### config.mk
export PLATFORM = sky130hd
export DESIGN_NAME = lzss_cmdq
export DESIGN_NICKNAME = d
export VERILOG_FILES = /design/src/rtl/lzss_pkg.sv /design/src/rtl/lzss_cmdq.sv
export SDC_FILE = /design/constraint.sdc
export NUM_CORES = 1
export LEC_CHECK = 0
export BUFFER_PORTS_ARGS = -buffer_cell sky130_fd_sc_hd__buf_2
export CORE_ASPECT_RATIO = 0.6
export CORE_MARGIN = 10
export CORE_UTILIZATION = 55
export DETAILED_ROUTE_END_ITERATION = 8
export GPL_TIMING_DRIVEN = 0
export PLACE_DENSITY = 0.82
export SLEW_MARGIN = 40
export SYNTH_ARGS = -nofsm -noshare
export SYNTH_HDL_FRONTEND = slang
export SYNTH_SLANG_ARGS = --single-unit
### constraint.sdc
create_clock -name clk_i -period 3.6 [get_ports clk_i]
set_input_delay 0.18 -clock clk_i [delete_from_list [all_inputs] [get_ports clk_i]]
set_output_delay 0.18 -clock clk_i [all_outputs]
set_load 0.01 [all_outputs]
### src/rtl/lzss_pkg.sv
package lzss_pkg;

  // History window
  localparam int WinSize = 4096;
  localparam int WinAw   = $clog2(WinSize);

  // Token format
  localparam int LenW          = 5;
  localparam int MinMatch      = 3;
  localparam int TokensPerFlag = 8;
  localparam int TokCntW       = 4;

  // Output byte count
  localparam int CntW = 24;

  // Command queue between parser and copy engine
  localparam int CmdQDepth = 2;
  localparam int CmdQAw    = $clog2(CmdQDepth);

  typedef enum logic [1:0] {
    PhFlag   = 2'd0,
    PhToken  = 2'd1,
    PhMatch2 = 2'd2
  } phase_e;

  // One decoded token: a literal byte or a back reference
  typedef struct packed {
    logic             is_match;
    logic [7:0]       lit;
    logic [WinAw-1:0] offset;
    logic [LenW-1:0]  len;
  } cmd_t;

endpackage

### src/rtl/lzss_cmdq.sv
module lzss_cmdq (
  input  logic           clk_i,
  input  logic           rst_ni,
  input  logic           push_i,
  input  lzss_pkg::cmd_t cmd_i,
  output logic           full_o,
  input  logic           pop_i,
  output logic           valid_o,
  output lzss_pkg::cmd_t cmd_o
);
  import lzss_pkg::*;

  cmd_t              slot_q [CmdQDepth];
  logic [CmdQAw-1:0] wr_q, rd_q;
  logic [CmdQAw:0]   cnt_q;
  logic              do_push, do_pop;

  assign full_o  = (cnt_q == (CmdQAw+1)'(CmdQDepth));
  assign valid_o = (cnt_q != '0);
  assign cmd_o   = slot_q[rd_q];
  assign do_push = push_i && !full_o;
  assign do_pop  = pop_i && valid_o;

  // Store incoming command
  always_ff @(posedge clk_i) begin
    if (do_push) begin
      slot_q[wr_q] <= cmd_i;
    end
  end

  // Advance pointers and fill count
  always_ff @(posedge clk_i or negedge rst_ni) begin
    if (!rst_ni) begin
      wr_q  <= '0;
      rd_q  <= '0;
      cnt_q <= '0;
    end else begin
      if (do_push) begin
        wr_q <= wr_q + CmdQAw'(1);
      end
      if (do_pop) begin
        rd_q <= rd_q + CmdQAw'(1);
      end
      if (do_push && !do_pop) begin
        cnt_q <= cnt_q + (CmdQAw+1)'(1);
      end else if (do_pop && !do_push) begin
        cnt_q <= cnt_q - (CmdQAw+1)'(1);
      end
    end
  end

endmodule

==> results of run 1 <==
state kept, by name, indices dropped and copies added, names as in the netlist:
name,count
rd_q,1
cnt_q,2
wr_q,1
slot_q,52
cell usage in the layout (no fill, tap or decap), drive strengths merged:
cell type	instances
and3	1
buf	61
bufinv	1
clkbuf	5
clkinv	2
dfrtp	4
dlygate4sd3	1
edfxtp	52
ha	1
inv	2
mux2	26
nand2	2
nand2b	1
nor2	2
or2	1
xnor2	3
xor2	2
cell families after synthesis:
family        Yosys count  share of synthesized area (%)
fa+ha+maj               1                          0.575
buf+inv                 5                           2.70
flops                  56                           76.3
simple gates            7                           1.67
xor+xnor                5                           2.01
mux                    26                           16.7
cell usage after synthesis:
cell | n | area [µm²]
sky130_fd_sc_hd__edfxtp_1 | 52 | 1560
sky130_fd_sc_hd__mux2_4 | 19 | 285
sky130_fd_sc_hd__mux2_2 | 7 | 78.8
sky130_fd_sc_hd__dfrtp_1 | 4 | 100
sky130_fd_sc_hd__xnor2_1 | 3 | 26.3
sky130_fd_sc_hd__buf_12 | 2 | 40.0
sky130_fd_sc_hd__inv_1 | 2 | 7.51
sky130_fd_sc_hd__nor2_1 | 2 | 7.51
sky130_fd_sc_hd__xor2_1 | 2 | 17.5
sky130_fd_sc_hd__and3_1 | 1 | 6.26
sky130_fd_sc_hd__buf_6 | 1 | 11.3
sky130_fd_sc_hd__ha_1 | 1 | 12.5
sky130_fd_sc_hd__nand2_1 | 1 | 3.75
sky130_fd_sc_hd__nand2_2 | 1 | 6.26
sky130_fd_sc_hd__nand2b_1 | 1 | 6.26
sky130_fd_sc_hd__or2_1 | 1 | 6.26
per-layer routing:
| metal | track usage (%) | wire length (µm) | share of wire [%] |
|---|---|---|---|
| met5 | 0 | 0 | 0 |
| met4 | 3.11 | 18 | 0.49 |
| met3 | 7.34 | 446 | 12 |
| met1 | 12.6 | 1540 | 42 |
| met2 | 17.9 | 1690 | 46 |
cell type report:
type | count | area [µm²]
plain buffers | 3 | 51.3
clock buffers | 5 | 68.8
clock inverters | 3 | 37.5
fillers | 256 | 1070
inverters | 2 | 7.51
multi-input cells | 39 | 465
flip-flops and latches | 56 | 1660
well taps | 47 | 58.8
repair buffers | 59 | 323
power groups by stage:
stage / registers (mW) / logic, mW / clock network, mW
after floorplan: 0.947 / 0.552 / 0
after global placement: 0.954 / 0.766 / 0
after detailed placement: 0.961 / 0.813 / 0
after CTS: 0.947 / 0.817 / 0.394
after global routing: 0.961 / 0.863 / 0.432
final: 0.945 / 0.797 / 0.383
critical path, stage by stage (launching register included):
cell and delay, ns:
sky130_fd_sc_hd__dfrtp_1 0.38, sky130_fd_sc_hd__buf_6 0.15, sky130_fd_sc_hd__buf_12 0.15, sky130_fd_sc_hd__mux2_4 0.30, sky130_fd_sc_hd__buf_2 0.14
path summary, 6_finish.rpt:
| check | end | slack, ns | cells after the start |
|---|---|---|---|
| min in group asynchronous | cnt_q[1] | 0.21 | 2 |
| max in group asynchronous | rd_q | 3.27 | 2 |
| setup / recovery | cmd_o[17] | 2.00 | 4 |
| setup reg to reg | slot_q[1][17] | 2.05 | 2 |
| hold reg to reg | cnt_q[1] | 0.50 | 1 |
| hold / removal | slot_q[0][22] | 0.07 | 1 |
metrics by stage:
step	total power, mW	worst slack, ns	area, µm²	hold WS [ns]	utilization [%]
finish	2.13	2.00	2670	0.0657	71.4
CTS	2.16	1.99	2670	0.0562	71.4
global placement	1.72	0.950	2520	-0.0140	67.3
detailed placement	1.77	2.06	2560	-0.0106	68.3
global route	2.25	1.94	2670	0.0344	71.4
floorplan	1.50	1.46	2180	-0.116	-
repair_timing:
| item | CTS | global route |
|---|---|---|
| gates resized for setup | 0 | 0 |
| hold buffers | 1 | 0 |
| endpoints found under the hold margin | 4 | 0 |
==> run summary, run 1 <==
The flow ran to the end, and the final reports show no timing, DRC or antenna violations. The count of warnings emitted by yosys is 0. For this run, design rule violations remaining after detail routing come to 0. Based on the critical path, the design can be clocked at up to 627 MHz.

The relative area change from synthesis to final layout came out at 22.8%. The number of setup buffers added after CTS came out at 0. After layout, the worst path uses 44.3% of the clock period. The total of flip-flops plus latches after synthesis came out at 56. Clock-pin slew was measured on the worst setup and hold paths at 0.09 ns. The vias after detailed routing is around 1100. The launch point of the worst path is rd_q. The switching power as a share of total power is approximately 29%.

In this run the power density over the cells is ~800 nW/µm². The overall track demand over capacity in global routing came out at 11.3%. The detailed-route vias per instance came out at 4.93. Setup violations remaining at the end of the flow were counted as 0.

The count of cells in the finished layout, fillers not included, comes to approximately 210. The pin count of the biggest net entering global routing came out at 27. The count of pins over their slew limit came out at 0. The startpoint of the lowest-slack hold path is cmd_i[22].

The required time at the worst-slack endpoint is ~3.4 ns. The I/O pin count is just under 60. The routed wire length is between 3000 and 4000 µm. Counting tap cells, the placed design contains a total of 205 instances.

The part of the power in registers came out at between 40 and 50%. The number of core rows is 17. The proportion of synthesized chip area in sequential cells is about three quarters. The first routing iteration left 32 violations. The later-pin clock latency in the skew report is 0.29 ns. The peak fanout along the critical path came out at 10.

The number of distinct standard cells referenced by the synthesized netlist is 16. In this run the mean area of a mapped cell was roughly 22 µm². The routed length per placed instance came out at 17.3 µm. The H-tree was split into 2 levels. The sum of net half-perimeters after detailed placement is 2780 µm.

The number of antenna violations at the first check in global routing came out at 0. The slew of the pin with the lowest slew margin came out at 0.608 ns. Across the run, the number of max-cap violations was 0. The antenna diode instance count came out at 0.

Of the total power, the clock network draws 18.0%. The number of buffers created by CTS came out at 5. The kind of end point of the critical path is a primary output.

The clock passes through at most 2 buffers. The count of buffers added on input and output ports is 57. The clock tree from TritonCTS is yes. The combinational power share came out at around 38%. The sum of negative setup slack came out at 0 ns.

The worst register-to-register path begins at cnt_q[0]. The fraction of layout cells with a size suffix above 1 is about 57%. The tightest slew margin relative to the limit is between 50% and 60%.

For the worst setup path, the data arrival time is ~1.4 ns. The first global-routing pass estimated roughly 5800 µm of wire. The master cell of the clock root buffer is sky130_fd_sc_hd__clkbuf_8. Setup repair after global routing left no endpoint under its margin.

The leakage dissipation came out at between 1 and 1.5 nW. The minimum period implied by the final worst setup slack came out at ~1.6 ns. Global routing finished with a remaining overflow of 0. The area of the placeable core is roughly 3700 µm². The width of the die came out at slightly above 100 µm.

In this run the worst hold path is classified as in2reg. The post-synthesis instance area is about 2200 µm². The starting density of the core came out at between 50% and 60%. The net count of the mapped netlist came out at approximately 130. The gate count of the mapped netlist is 100. At the end of routability-driven placement, the weighted congestion stood at about 0.67.

The TritonCTS sink count came out at 56. The kind of launch point of the worst setup path is a register. IR analysis of the VDD net gives a maximum drop of 0.385 mV.

The die area is 6960 µm². The cell internal power dissipation is around 1.5 mW. By startpoint and endpoint, the worst setup path is classified as reg2out.

The hold violation total from the final report came out at 0. The number of nets in the finished design came out at 197. The final clock skew came out at 0.00893 ns. Summed over all nets, the switching power comes to 609 µW. The number of global-route vias before repair was about 1100.

The height of the die came out at 68.7 µm. The count of TritonRoute iterations in the first routing pass is 4. In this run the remaining antenna-violating nets after routing total 0.
(Power assumes the default switching activity.)
==> run 2: changes to the inputs <==
--- a/config.mk
+++ b/config.mk
@@ -8,10 +8,10 @@
 export BUFFER_PORTS_ARGS = -buffer_cell sky130_fd_sc_hd__buf_2
 export CORE_ASPECT_RATIO = 0.6
 export CORE_MARGIN = 10
-export CORE_UTILIZATION = 55
+export CORE_UTILIZATION = 46
 export DETAILED_ROUTE_END_ITERATION = 8
 export GPL_TIMING_DRIVEN = 0
-export PLACE_DENSITY = 0.82
+export PLACE_DENSITY = 0.73
 export SLEW_MARGIN = 40
 export SYNTH_ARGS = -nofsm -noshare
 export SYNTH_HDL_FRONTEND = slang
==> constraint.sdc (replaced) <==
create_clock -name clk_i -period 1.3 [get_ports clk_i]
set_input_delay 0.065 -clock clk_i [delete_from_list [all_inputs] [get_ports clk_i]]
set_output_delay 0.065 -clock clk_i [all_outputs]
set_load 0.01 [all_outputs]
==> run summary, run 2 (synthesized netlist as in run 1, its figures left out) <==
The post-CTS clock slew at the launch and capture registers of the worst setup and hold paths is 0.09 ns (about the same). The antenna diode instance count is 0 (unchanged). The minimum period implied by the final worst setup slack is between 1 and 1.5 ns.

The combinational power share came out at 49.1% (+12 points). The leftover overflow at the end of global routing is 0 (unchanged). slot_q holds more flip-flops than any other register. The setup violation total in the final timing report is 27 (+27). The worst setup path is launched from a register. The arrival time reported for the critical path endpoint is 1.39 ns (-0.03 ns). The top cell types in the final layout, fill and taps aside, are 52 x sky130_fd_sc_hd__edfxtp_1, 33 x sky130_fd_sc_hd__buf_2, 31 x sky130_fd_sc_hd__buf_6.

The starting density of the core came to 47.7% (-10 points). TritonCTS built the clock tree. The first-pass GRT wire length is 7040 µm (+20%). The remaining design rule violation count came to 0 (unchanged). The slew of the pin with the lowest slew margin is 0.403 ns (-0.205 ns).

The number of core rows came to 19 (+2). The number of maximum-capacitance violations is 0 (unchanged). The tightest slew margin relative to the limit is 73.1% (+14 points). The part of the total power dissipated in the clock network came out at 12.5% (-5.5 points). The overall track demand over capacity in global routing is 11.7% (+0.32 points).

The master cell of the clock root buffer is sky130_fd_sc_hd__clkbuf_8. The maximum clock path buffer count came out at 2 (unchanged). The height of the die is 73.3 µm (+6.6%). Following the worst setup path forward leads to its endpoint at cmd_o[22]. The area of the placeable core came to 4560 µm² (+22%). The final reports fail on setup timing. The I/O pin count was 58 (unchanged). The number of standard cells in the final layout excluding fillers came out at 275 (+29%). The layout filler cell count was 294 (+15%). STA classifies the critical path endpoint as a primary output. The final clock skew is 0.00758 ns (-0.00135 ns). The footprint of the flip-flops and latches came out at 1660 µm² (unchanged). Setup repair after global routing could not meet its margin everywhere.

The fmax is 688 MHz. The later-pin clock latency in the skew report came to 0.30 ns (about the same). The peak supply drop was 1.18 mV (+210%). The antenna violation net count after detailed routing came to 0 (unchanged). The setup slack of the critical path after layout is -0.154 ns (-2.16 ns).

The net switching power came out at 2.00 mW (+230%). The number of cells after detailed placement came to 220 (+7.3%). The fraction of layout cells with a size suffix above 1 came to 56.1% (-1.4 points). The final total power is 6.90 mW (+220%). The cell internal power dissipation is 4.90 mW (+220%). The hold violation total from the final report came out at 0 (unchanged). The number of buffers created by CTS is 5 (unchanged). The endpoint identified for the worst register-to-register timing path is cnt_q[1].

The count of input and output buffers was 57 (unchanged). Of the available clock period, the critical path in the final layout requires 112%. The launch point of the worst path is rd_q. The number of nets in the finished design was 242 (+23%). The switching power as a share of total power came to 29.1% (+0.42 points). The sum of negative setup slack is -3.60 ns (-3.60 ns). The H-tree depth reported by CTS is 2 (unchanged). The number of antenna violations at the first check in global routing came out at 0 (unchanged). The routed length per placed instance is 16.9 µm (-2.3%).

The count of pins over their slew limit is 0 (unchanged). The tightest min-delay check is of the in2async type. The worst-case reg-to-reg path depth is 6 (+4). The number of violations reported at the end of detailed-routing iteration 0 is 54 (+69%). The width of the die came to 109 µm (+7.5%). The vias after detailed routing came out at 1264 (+20%). The startpoint of the worst-slack reg-to-reg timing path is cnt_q[1].

The flip-flop count of the largest register, all copies and words added is 52 (unchanged). The required time at the worst-slack endpoint came to 1.24 ns (-2.18 ns). The detailed-route vias per instance came out at 4.60 (-6.8%). In the final layout, the registers with the most flip-flops are slot_q (52), cnt_q (2). The area of the multi-input gates came out at 577 µm² (+24%). The end-of-flow core utilization was 73.0% (+1.6 points). The pin count of the biggest net entering global routing is 16 (-41%). The count of TritonRoute iterations in the first routing pass was 3 (-1).

The final weighted congestion in routability-driven placement was 0.658 (-1.7%). The TritonCTS sink count is 56 (unchanged). The routed wire length is 4640 µm (+26%). The relative area change from synthesis to final layout came out at 53.0%. The part of the power in registers is 38.4% (-6.1 points). The die area came to 7980 µm² (+15%).

The number of global-route vias before repair is 1399 (+23%). The most frequent standard cell in the layout excluding fill and tap cells is sky130_fd_sc_hd__edfxtp_1. The total placed instance area came out at 2560 µm² (+0.29%). The run finished, with violations left. The sum of net half-perimeters after detailed placement is 2700 µm (-3.0%).

The post-route cell area is 3330 µm² (+25%). The critical path class is reg2out. The leakage dissipation is 1.38 nW (+26%). The peak fanout along the critical path is 10 (unchanged).

The power density over the cells came out at 2070 nW/µm² (+160%). The slack of the worst reg-to-reg path is -0.04 ns (-2.09 ns).
[run 2: worst min-delay path by stage]
stage / startpoint / endpoint / slack (ns)
global route: rst_ni / wr_q / 0.1
global placement: rst_ni / wr_q / -0.13
floorplan: rst_ni / cnt_q[0] / -0.23
detailed placement: rst_ni / wr_q / -0.13
CTS: rst_ni / wr_q / 0.09
finish: rst_ni / wr_q / 0.09
[run 2: area by class of cell]
type	count	share of cell area, %
multi-input combinational	43	17.3
sequential	56	49.9
timing repair buffer	100	26.2
tap	63	2.37
clock inverter	1	0.113
inverter	2	0.300
clock buffer	7	2.29
buffer	3	1.54
[run 2: critical path: stages, from the launching register on]
cell and delay (ns):
sky130_fd_sc_hd__dfrtp_1 0.38, sky130_fd_sc_hd__buf_6 0.14, sky130_fd_sc_hd__buf_12 0.15, sky130_fd_sc_hd__mux2_4 0.29
sky130_fd_sc_hd__buf_2 0.15
[run 2: power by group through the flow]
stage | Combinational (mW) | Clock, mW | Sequential, mW
floorplan | 1.57 | 0 | 2.63
global placement | 2.18 | 0 | 2.64
detailed placement | 2.21 | 0 | 2.68
CTS | 3.30 | 0.894 | 2.65
global route | 3.60 | 0.978 | 2.70
finish | 3.39 | 0.862 | 2.65
[run 2: through the flow]
step           hold slack [ns]  setup WS (ns)
2_1_floorplan           -0.231         -0.109
3_3_place_gp            -0.128         -0.301
3_5_place_dp            -0.126         -0.379
4_1_cts                 0.0864         -0.171
5_1_grt                 0.0961         -0.221
6_report                0.0898         -0.154
[run 2: routing by layer]
layer	share of wire, %	GRT usage (%)	vias up
met5	0	0	-
met2	50	20.1	41
met4	1.1	3.78	0
li1	-	-	611
met3	9.0	5.85	7
met1	39	12.3	605
[run 2: repair_timing]
| item | CTS | global route |
|---|---|---|
| endpoints found under the setup margin | 79 | 80 |
| gates resized for setup | 39 | 7 |
| hold buffers | 27 | 0 |
| endpoints found under the hold margin | 56 | 0 |
| setup buffers | 15 | 2 |
| pin swaps | 10 | 6 |
| gates cloned | 2 | 2 |
