[src/rtl/lzss_pkg.sv]
package lzss_pkg;

  // History window
  localparam int WinSize = 4096;
  localparam int WinAw   = $clog2(WinSize);

  // Token format
  localparam int LenW          = 5;
  localparam int MinMatch      = 3;
  localparam int TokensPerFlag = 8;
  localparam int TokCntW       = 4;

  // Output byte count
  localparam int CntW = 24;

  // Command queue between parser and copy engine
  localparam int CmdQDepth = 2;
  localparam int CmdQAw    = $clog2(CmdQDepth);

  typedef enum logic [1:0] {
    PhFlag   = 2'd0,
    PhToken  = 2'd1,
    PhMatch2 = 2'd2
  } phase_e;

  // One decoded token: a literal byte or a back reference
  typedef struct packed {
    logic             is_match;
    logic [7:0]       lit;
    logic [WinAw-1:0] offset;
    logic [LenW-1:0]  len;
  } cmd_t;

endpackage

[src/rtl/lzss_front.sv]
module lzss_front (
  input  logic                   clk_i,
  input  logic                   rst_ni,
  input  logic [lzss_pkg::CntW-1:0] total_length_i,
  input  logic                   in_valid_i,
  output logic                   in_stall_o,
  input  logic [7:0]             in_byte_i,
  input  logic                   cmd_full_i,
  output logic                   cmd_push_o,
  output lzss_pkg::cmd_t         cmd_o
);
  import lzss_pkg::*;

  phase_e               phase_q, phase_d;
  logic [7:0]           flag_q;
  logic [TokCntW-1:0]   tokens_q;
  logic [7:0]           low_q;
  logic [CntW-1:0]      prod_q, prod_d;
  logic [CntW-1:0]      room;
  logic [LenW-1:0]      match_len;
  logic                 ended;
  logic                 accept;
  logic                 work;

  assign ended     = (prod_q >= total_length_i);
  assign in_stall_o = cmd_full_i && !ended && (phase_q == PhToken || phase_q == PhMatch2);
  assign accept    = in_valid_i && !in_stall_o;
  assign work      = accept && !ended;
  assign match_len = {1'b0, in_byte_i[7:4]} + LenW'(MinMatch);
  assign room      = total_length_i - prod_q;

  // Next phase
  always_comb begin
    phase_d = phase_q;
    if (work) begin
      unique case (phase_q)
        PhToken: begin
          if (flag_q[0]) begin
            phase_d = PhMatch2;
          end else begin
            phase_d = (tokens_q == TokCntW'(1)) ? PhFlag : PhToken;
          end
        end
        PhMatch2: begin
          phase_d = (tokens_q == TokCntW'(1)) ? PhFlag : PhToken;
        end
        default: begin
          phase_d = PhToken;
        end
      endcase
    end
  end

  // Command push and projected output count
  always_comb begin
    cmd_push_o      = 1'b0;
    cmd_o.is_match  = (phase_q == PhMatch2);
    cmd_o.lit       = in_byte_i;
    cmd_o.offset    = {in_byte_i[3:0], low_q};
    cmd_o.len       = match_len;
    prod_d          = prod_q;
    if (work) begin
      unique case (phase_q)
        PhToken: begin
          if (!flag_q[0]) begin
            cmd_push_o = 1'b1;
            prod_d     = prod_q + CntW'(1);
          end
        end
        PhMatch2: begin
          cmd_push_o = 1'b1;
          if (CntW'(match_len) >= room) begin
            prod_d = total_length_i;
          end else begin
            prod_d = prod_q + CntW'(match_len);
          end
        end
        default: begin
          cmd_push_o = 1'b0;
        end
      endcase
    end
  end

  // Parser state
  always_ff @(posedge clk_i or negedge rst_ni) begin
    if (!rst_ni) begin
      phase_q  <= PhFlag;
      flag_q   <= '0;
      tokens_q <= '0;
      low_q    <= '0;
      prod_q   <= '0;
    end else begin
      phase_q <= phase_d;
      prod_q  <= prod_d;
      if (work) begin
        unique case (phase_q)
          PhToken: begin
            if (flag_q[0]) begin
              low_q <= in_byte_i;
            end else begin
              flag_q   <= {1'b0, flag_q[7:1]};
              tokens_q <= tokens_q - TokCntW'(1);
            end
          end
          PhMatch2: begin
            flag_q   <= {1'b0, flag_q[7:1]};
            tokens_q <= tokens_q - TokCntW'(1);
          end
          default: begin
            flag_q   <= in_byte_i;
            tokens_q <= TokCntW'(TokensPerFlag);
          end
        endcase
      end
    end
  end

endmodule

[config.mk]
export PLATFORM = sky130hd
export DESIGN_NAME = lzss_front
export DESIGN_NICKNAME = d
export VERILOG_FILES = /design/src/rtl/lzss_pkg.sv /design/src/rtl/lzss_front.sv
export SDC_FILE = /design/constraint.sdc
export NUM_CORES = 1
export LEC_CHECK = 0
export BUFFER_PORTS_ARGS = -buffer_cell sky130_fd_sc_hd__buf_2
export CAP_MARGIN = 20
export CORE_ASPECT_RATIO = 0.9
export CORE_MARGIN = 2
export CORE_UTILIZATION = 45
export CTS_CLUSTER_DIAMETER = 80
export DETAILED_ROUTE_END_ITERATION = 12
export HOLD_SLACK_MARGIN = 0.03
export MAX_ROUTING_LAYER = met4
export PLACE_DENSITY = 0.62
export SYNTH_ARGS = -nofsm -noshare
export SYNTH_HDL_FRONTEND = slang
export SYNTH_SLANG_ARGS = --single-unit
[constraint.sdc]
create_clock -name clk_i -period 11.4 [get_ports clk_i]
set_clock_uncertainty 0.1 [all_clocks]
set_input_delay 0 -clock clk_i [delete_from_list [all_inputs] [get_ports clk_i]]
set_output_delay 0 -clock clk_i [all_outputs]
set_load 0.005 [all_outputs]
==> results.toml, run 1 <==
[place]
placed_cell_area_mm2 = 0.005458
place_ws_ns = 6.932
gp_congestion = 0.9470
io_buffers = 63
hpwlAfterDp_um = 11860

[sta]
finalSetupViolCount = 0
hold_slack_ns = 0.03200
rsz0062_at_grt = "false"
tightest_slew_ns = 0.9307
fmax_ghz = 0.2286
period_needed_ns = 4.374
timing.final.ws_setup_ns = 7.026
period_share = 0.3837
slew_headroom = 0.3748
hold_viol_final = 0
setup-tns-final_ns = 0
maxSlewViolCount = 0

[global_route]
grt_pass1_wl_um = 25720
grt_pass1_vias = 5087
antenna_found_initial = 0
grt_max_degree = 47
gr-total-overflow = 0
grt_use_total = 0.2686

[worst_setup_path]
reg2reg_slack_ns = 7.03
endpoint_kind = "register"
critical_path_arrival_ns = 4.46
start_kind = "register"
crit_type = "reg -> reg"
regToRegEndpoint = "prod_q[6]"
ff2ff_path_depth = 12
r2r_start = "prod_q[0]"
cp.required_ns = 11.49
critical_path.max_fanout = 19

[finish]
fillers = 1110
diodes = 0
layout_commonest_cell = "nand2_1"
seq_area_mm2 = 0.001151
layout_common_cells = "nand2_1, buf_2, a21oi_1"
multiInputGateArea_mm2 = 0.003582
drive_gt1_frac = 0.1401
fin_area_mm2 = 0.005956
synthToLayoutAreaGrowth_pct = 15.39
nNetsFinal = 812

[clock_network]
clk_pin_slew_ns = 0.07
cts_sinks = 46
insertion_delay_ns = 0.30
hold_buffers = 32
cts_resized = 0
cts_tree = "built"
cts_buffers = 5
post_cts_buffers = 0
htreeDepth = 2
cts-root-buf = "clkbuf_16"
clk_path_buf_depth = 2

[synthesis]
yosys_warnings = 0
ys_types = 64
synthArstFlopShare = 1.000
syn_area_per_cell_um2 = 7.658
syn_inst = 674
synth_flop_cell = "dfrtp_1"
synth_nets = 752
seq_area_frac_synth = 0.2230
synth_seq_cells = 46
syn_area_mm2 = 0.005161
synth-edff-count = 0

[hold_path]
min_to = "prod_q[12]"
holdCritPathClass = "in -> reg"
holdPathStages = 4
holdCritStartpoint = "total_length_i[12]"

[floorplanning]
core_mm2 = 0.01130
rows = 37
io-pin-count = 64
dieArea_mm2 = 0.01234
fp.dieH_um = 105.6
start_util = 0.4569
die_w_um = 116.9

[pwr]
power_uw = 996.4
p_leak_nw = 2.714
power_density_mw_per_mm2 = 167.3
ir_worst_vdd_uv = 99.02

[detailed_routing]
drt_wl_total_um = 15930
wire_per_inst_um = 17.88
dr.first_iter.drc_count = 546
drc = 0
drtPass1Iterations = 6
num_vias = 5391
vias_per_cell = 6.051
antenna_left = 0

[flow_run]
drv_cap = 0

[run_status]
status = "finished clean"
==> per-layer routing <==
layer,up-vias,global-route usage,part of all wire
li1,2593,-,-
met3,38,0.04083,0.054
met4,0,0.08403,0.028
met5,-,-,0
met1,2568,0.3685,0.46
met2,192,0.4075,0.46
==> cell usage after synthesis, drive strengths merged, types with 3 or more instances <==
cell	instances	area (um2)
nand2	71	266.5
a21oi	53	269.0
inv	49	183.9
dfrtp	46	1151
nor2	43	161.4
ha	40	500.5
o21ai	40	204.0
nand3	28	140.1
buf	25	161.4
clkbuf	22	82.58
nand4	22	152.7
xnor2	22	192.7
nor3	20	100.1
nor4	16	121.4
o211ai	16	120.1
mux2	14	157.7
mux2i	13	130.1
a21o	11	82.58
o21a	9	67.56
or3	9	56.30
a211oi	8	65.06
a22oi	7	52.55
xor2	7	61.31
nand2b	6	37.54
a211o	5	43.79
a221oi	5	43.79
and2	5	31.28
and3	5	31.28
or2	5	31.28
a221o	4	40.04
a311oi	4	35.03
a31oi	4	25.02
o2111ai	4	35.03
o21bai	4	30.03
o221ai	4	35.03
a21boi	3	22.52
nor2b	3	18.77
or4	3	26.27
==> cell type report <==
class,instances,area share
multi-input combinational,532,0.6015
sequential,46,0.1933
timing repair buffer,100,0.1164
tap,156,0.03277
inverter,49,0.03088
clock buffer,5,0.02101
clock inverter,3,0.004202
==> worst max-delay path, cell delays in order (launching register included) <==
cell and delay, ns:
dfrtp_1 0.43, ha_1 0.19, inv_1 0.05, fa_1 0.43, a211oi_2 0.27, o21ai_2 0.14
a221oi_1 0.58, o211ai_1 0.22, xnor2_1 0.18, nor4_1 0.45, nand4_4 0.47, mux2_2 0.44
a221o_1 0.31
==> power by group <==
group	total, mW	switching (mW)	internal, mW
Combinational	0.587	0.344	0.243
Sequential	0.254	0.0426	0.212
Clock	0.155	0.0724	0.0827
==> registers in the layout, summed over array words and instances (netlist names) <==
name / count
prod_q: 24
flag_q: 8
low_q: 8
tokens_q: 4
phase_q: 2
==> worst max-delay path by stage <==
stage / slack (ns) / startpoint / to
final: 7.03 / prod_q[0] / prod_q[6]
after global routing: 6.65 / prod_q[4] / prod_q[19]
after CTS: 6.90 / prod_q[5] / prod_q[22]
after detailed placement: 6.93 / prod_q[5] / prod_q[22]
after global placement: 7.06 / prod_q[5] / prod_q[22]
after floorplan: 7.80 / prod_q[0] / prod_q[10]
==> logic make-up after synthesis <==
| kind of cell | synth area share |
|---|---|
| mux | 0.05576 |
| fa+ha+maj | 0.1047 |
| compound gates | 0.2502 |
| simple gates | 0.2342 |
| xor+xnor | 0.04921 |
| flops | 0.2230 |
| buf+inv | 0.08291 |
==> stage by stage <==
| step | instances | util |
|---|---|---|
| detailed placement | 850 | 0.4832 |
| global placement | 850 | 0.4832 |
| finish | 891 | 0.5272 |
| floorplan | 674 | - |
| CTS | 890 | 0.5248 |
| global route | 891 | 0.5272 |
(Power assumes the default switching activity.)
==> inputs of run 2 (changes only) <==
==> constraint.sdc (replaced) <==
create_clock -name clk_i -period 4.4 [get_ports clk_i]
set_clock_uncertainty 0.1 [all_clocks]
set_input_delay 0 -clock clk_i [delete_from_list [all_inputs] [get_ports clk_i]]
set_output_delay 0 -clock clk_i [all_outputs]
set_load 0.005 [all_outputs]
==> results.toml, run 2 (synthesis results as in run 1) <==
[floorplanning]
dieArea_mm2 = 0.01234
rows = 37
io-pin-count = 64
fp.dieH_um = 105.6
die_w_um = 116.9
start_util = 0.4569
core_mm2 = 0.01130

[worst_setup_path]
cp.required_ns = 4.47
endpoint_kind = "register"
critical_path_arrival_ns = 4.22
critical_path.max_fanout = 11
start_kind = "register"
crit_type = "reg -> reg"

[sta]
rsz0062_at_grt = "false"
period_needed_ns = 4.149
setup-tns-final_ns = 0
fmax_ghz = 0.2411
maxSlewViolCount = 0
period_share = 0.9428
finalSetupViolCount = 0
hold_viol_final = 0
tightest_slew_ns = 1.001
hold_slack_ns = 0.03400
slew_headroom = 0.3279

[clock_network]
cts_tree = "built"
cts_sinks = 46
clk_path_buf_depth = 2
insertion_delay_ns = 0.30
clk_pin_slew_ns = 0.07
cts_buffers = 5
htreeDepth = 2
cts-root-buf = "clkbuf_16"

[detailed_routing]
wire_per_inst_um = 18.13
vias_per_cell = 6.050
drc = 0
drtPass1Iterations = 8
antenna_left = 0
dr.first_iter.drc_count = 441
num_vias = 5427
drt_wl_total_um = 16260

[finish]
layout_common_cells = "nand2_1, buf_2, a21oi_1"
reg.largest.list = "prod_q x24, flag_q x8, low_q x8"
largest_reg_flops = 24
nNetsFinal = 818
fillers = 1142
regMostFlops = "prod_q"
synthToLayoutAreaGrowth_pct = 15.88
multiInputGateArea_mm2 = 0.003582
seq_area_mm2 = 0.001151
layout_commonest_cell = "nand2_1"
drive_gt1_frac = 0.1471
diodes = 0

[global_route]
grt_pass1_wl_um = 25850
global_route.usage.met3 = 0.04083
grt_use_total = 0.2711
grt_pass1_vias = 5098
met1_usage = 0.3790
use_met2 = 0.3947
grt_max_degree = 47
antenna_found_initial = 0
gr-total-overflow = 0
gr-max-usage-layer = "met2"

[pwr]
power_density_mw_per_mm2 = 432.5
p_leak_nw = 2.730
ir_worst_vdd_uv = 228.8

[flow_run]
drv_cap = 0

[place]
gp_congestion = 0.9419
io_buffers = 63
hpwlAfterDp_um = 12150

[hold_path]
holdCritPathClass = "in -> reg"

[run_status]
status = "finished clean"
-- run 2: cell count changes in the layout (fill, tap and decap cells not counted), sizes merged --
cell | before | now
buf | 68 | 74
-- run 2: worst paths after layout --
kind | start | endpoint | slack, ns | depth (start not counted)
worst max-delay path | prod_q[5] | prod_q[11] | 0.25 | 12
worst min-delay path | in_byte_i[4] | flag_q[4] | 0.03 | 3
worst max register to register | prod_q[5] | prod_q[11] | 0.25 | 12
worst min register to register | flag_q[3] | flag_q[3] | 0.39 | 2
max in group asynchronous | rst_ni | flag_q[0] | 3.51 | 3
min in group asynchronous | rst_ni | prod_q[18] | 0.23 | 3
-- run 2: worst max-delay path: stages, from the launching register on --
cell	delay [ns]
dfrtp_1	0.51
inv_1	0.10
ha_1	0.43
o211ai_1	0.17
o211ai_1	0.25
a21oi_1	0.19
a211oi_1	0.51
o21ai_1	0.21
nor4_2	0.75
buf_4	0.34
nor2_1	0.07
a311oi_1	0.24
o211ai_1	0.14
-- run 2: through the flow --
step / cells / cell area [um2] / total power, mW / setup slack [ns] / util
2_1_floorplan: 674 / 5161 / 1.767 / 0.8024 / -
3_3_place_gp: 857 / 5510 / 2.105 / 0.4627 / 0.4878
3_5_place_dp: 857 / 5510 / 2.145 / 0.2859 / 0.4878
4_1_cts: 897 / 5981 / 2.571 / 0.3023 / 0.5295
5_1_grt: 897 / 5981 / 2.809 / 0.03519 / 0.5295
6_report: 897 / 5981 / 2.587 / 0.2515 / 0.5295
-- run 2: power breakdown --
| part | internal, mW | switching [mW] | total [mW] |
|---|---|---|---|
| clock | 0.214 | 0.185 | 0.399 |
| combinational | 0.629 | 0.899 | 1.53 |
| sequential | 0.549 | 0.112 | 0.660 |
| total | 1.39 | 1.20 | 2.59 |
-- run 2: metal layers --
metal | share of wire | wire length [um]
met1 | 0.46 | 7462
met2 | 0.44 | 7203
met3 | 0.064 | 1034
met4 | 0.034 | 561
met5 | 0 | 0
-- run 2: repair_timing --
item | 4_1_cts | 5_1_grt
setup buffers | 0 | 0
hold endpoints to repair | 83 | 0
setup endpoints to repair | 0 | 0
resized for setup | 0 | 0
hold buffers | 32 | 0
-- run 2: layout make-up --
type	instances	share of cell area
Inverter	49	0.03075
Clock buffer	5	0.02092
Clock inverter	3	0.004184
Multi-Input combinational cell	532	0.5990
Timing Repair Buffer	106	0.1201
Tap cell	156	0.03264
Sequential cell	46	0.1925
==> inputs of run 3 (changes only) <==
--- a/config.mk
+++ b/config.mk
@@ -15,6 +15,7 @@
 export HOLD_SLACK_MARGIN = 0.03
 export MAX_ROUTING_LAYER = met4
 export PLACE_DENSITY = 0.62
+export RECOVER_POWER = 100
 export SYNTH_ARGS = -nofsm -noshare
 export SYNTH_HDL_FRONTEND = slang
 export SYNTH_SLANG_ARGS = --single-unit
==> results.toml, run 3 (synthesis results as in run 1) <==
[global_route]
gr-total-overflow = 0
grt_use_total = 0.2711
grt_pass1_vias = 5098
antenna_found_initial = 0
grt_pass1_wl_um = 25850
grt_max_degree = 47

[floorplanning]
io-pin-count = 64
start_util = 0.4569
fp.dieH_um = 105.6
dieArea_mm2 = 0.01234
core_mm2 = 0.01130
die_w_um = 116.9
rows = 37

[place]
io_buffers = 63
hpwlAfterDp_um = 12150
dpl.cell_count = 857
place_ws_ns = 0.2859
gp_congestion = 0.9419

[run_status]
violations = "capacitance limit, slew limit"
status = "finished, violations left"

[sta]
rsz0062_at_grt = "false"
fmax_ghz = 0.2410
setup-tns-final_ns = 0
period_share = 0.9431
finalSetupViolCount = 0
tightest_slew_ns = 2.665
period_needed_ns = 4.150
maxSlewViolCount = 47
hold_slack_ns = 0.1002
timing.final.ws_setup_ns = 0.2503
hold_viol_final = 0
slew_headroom = -0.7768

[finish]
nNetsFinal = 818
multiInputGateArea_mm2 = 0.003582
synthToLayoutAreaGrowth_pct = 15.39
largest_reg_flops = 24
layout_commonest_cell = "nand2_1"
reg.largest.list = "prod_q x24, flag_q x8, low_q x8"
stdcell_count = 897
fillers = 1155
regMostFlops = "prod_q"
drive_gt1_frac = 0.1228
layout_common_cells = "nand2_1, a21oi_1, inv_1"
seq_area_mm2 = 0.001151
diodes = 0

[worst_setup_path]
crit_buf_inv = 2
start_kind = "register"
cp_cell_sequence = "inv_1 -> ha_1 -> o211ai_1 -> o211ai_1 -> a21oi_1 -> a211oi_1 -> o21ai_1 -> nor4_2 -> buf_4 -> nor2_1 -> a311oi_1 -> o211ai_1"
cpMostUsedCell = "o211ai_1"
endpoint_kind = "register"
cp_slowest_cell = "nor4_2"
critical_path_arrival_ns = 4.22
critPathMaxStageDelay_ns = 0.74
critical_path.max_fanout = 11
path_delay_family = "compound AO/OA/AOI/OAI gates"
cp.required_ns = 4.47
crit_type = "reg -> reg"

[pwr]
power_density_mw_per_mm2 = 432.7
p_leak_nw = 2.675
ir_worst_vdd_uv = 228.6

[detailed_routing]
num_vias = 5382
drt_wl_total_um = 16180
wire_per_inst_um = 18.04
vias_per_cell = 6.000
dr.first_iter.drc_count = 499
drc = 0
drtPass1Iterations = 5
antenna_left = 0

[clock_network]
cts_resized = 0
clk_path_buf_depth = 2
htreeDepth = 2
insertion_delay_ns = 0.30
cts_buffers = 5
cts-root-buf = "clkbuf_16"
cts_sinks = 46
clk_pin_slew_ns = 0.07
cts_tree = "built"

[flow_run]
drv_cap = 1

[hold_path]
holdCritPathClass = "in -> reg"
## run 3: cell types whose count changed in the layout (fill, tap and decap cells not counted), sizes merged
cell,change
buf,-21
clkbuf,+21
## run 3: layout make-up
| cell class | instances | area share |
|---|---|---|
| clock buffer | 5 | 0.02101 |
| clock inverter | 3 | 0.004202 |
| inverter | 49 | 0.03088 |
| multi-input combinational | 532 | 0.6015 |
| sequential | 46 | 0.1933 |
| tap | 156 | 0.03277 |
| timing repair buffer | 106 | 0.1164 |
## run 3: path summary, 6_finish.rpt
kind	start	endpoint	slack [ns]	cells past startpoint
hold / removal	in_byte_i[4]	flag_q[4]	0.10	3
min in group asynchronous	rst_ni	prod_q[18]	1.06	3
hold reg to reg	flag_q[3]	flag_q[3]	0.39	2
setup / recovery	prod_q[5]	prod_q[11]	0.25	12
max in group asynchronous	rst_ni	flag_q[0]	1.60	3
setup reg to reg	prod_q[5]	prod_q[11]	0.25	12
## run 3: metal layers
metal,routed length (um),up-vias,GRT usage
met5,0,-,-
met4,552,0,0.1034
met3,955,45,0.04083
met2,7200,204,0.3947
met1,7472,2532,0.3790
li1,-,2601,-
## run 3: worst min-delay path: stages
cell and delay, ns:
clkbuf_1 0.17, a22oi_1 0.19, o21ai_0 0.09
## run 3: timing repair
item | in CTS | in global routing
buffers inserted | 0 | 0
hold buffers | 32 | 0
hold endpoints to repair | 83 | 0
## run 3: per-stage QoR
| stage | cell area [um2] | utilization | power (mW) |
|---|---|---|---|
| 6_report | 5956 | 0.5272 | 2.577 |
| 5_1_grt | 5956 | 0.5272 | 2.804 |
| 4_1_cts | 5981 | 0.5295 | 2.571 |
| 3_5_place_dp | 5510 | 0.4878 | 2.145 |
| 3_3_place_gp | 5510 | 0.4878 | 2.105 |
| 2_1_floorplan | 5161 | - | 1.767 |
## run 3: power by group
part           leakage, nW  total, mW  internal, mW  switching (mW)
clock network       0.0704      0.399         0.214           0.185
registers            0.518      0.661         0.549           0.113
logic                 2.09       1.52         0.621           0.896
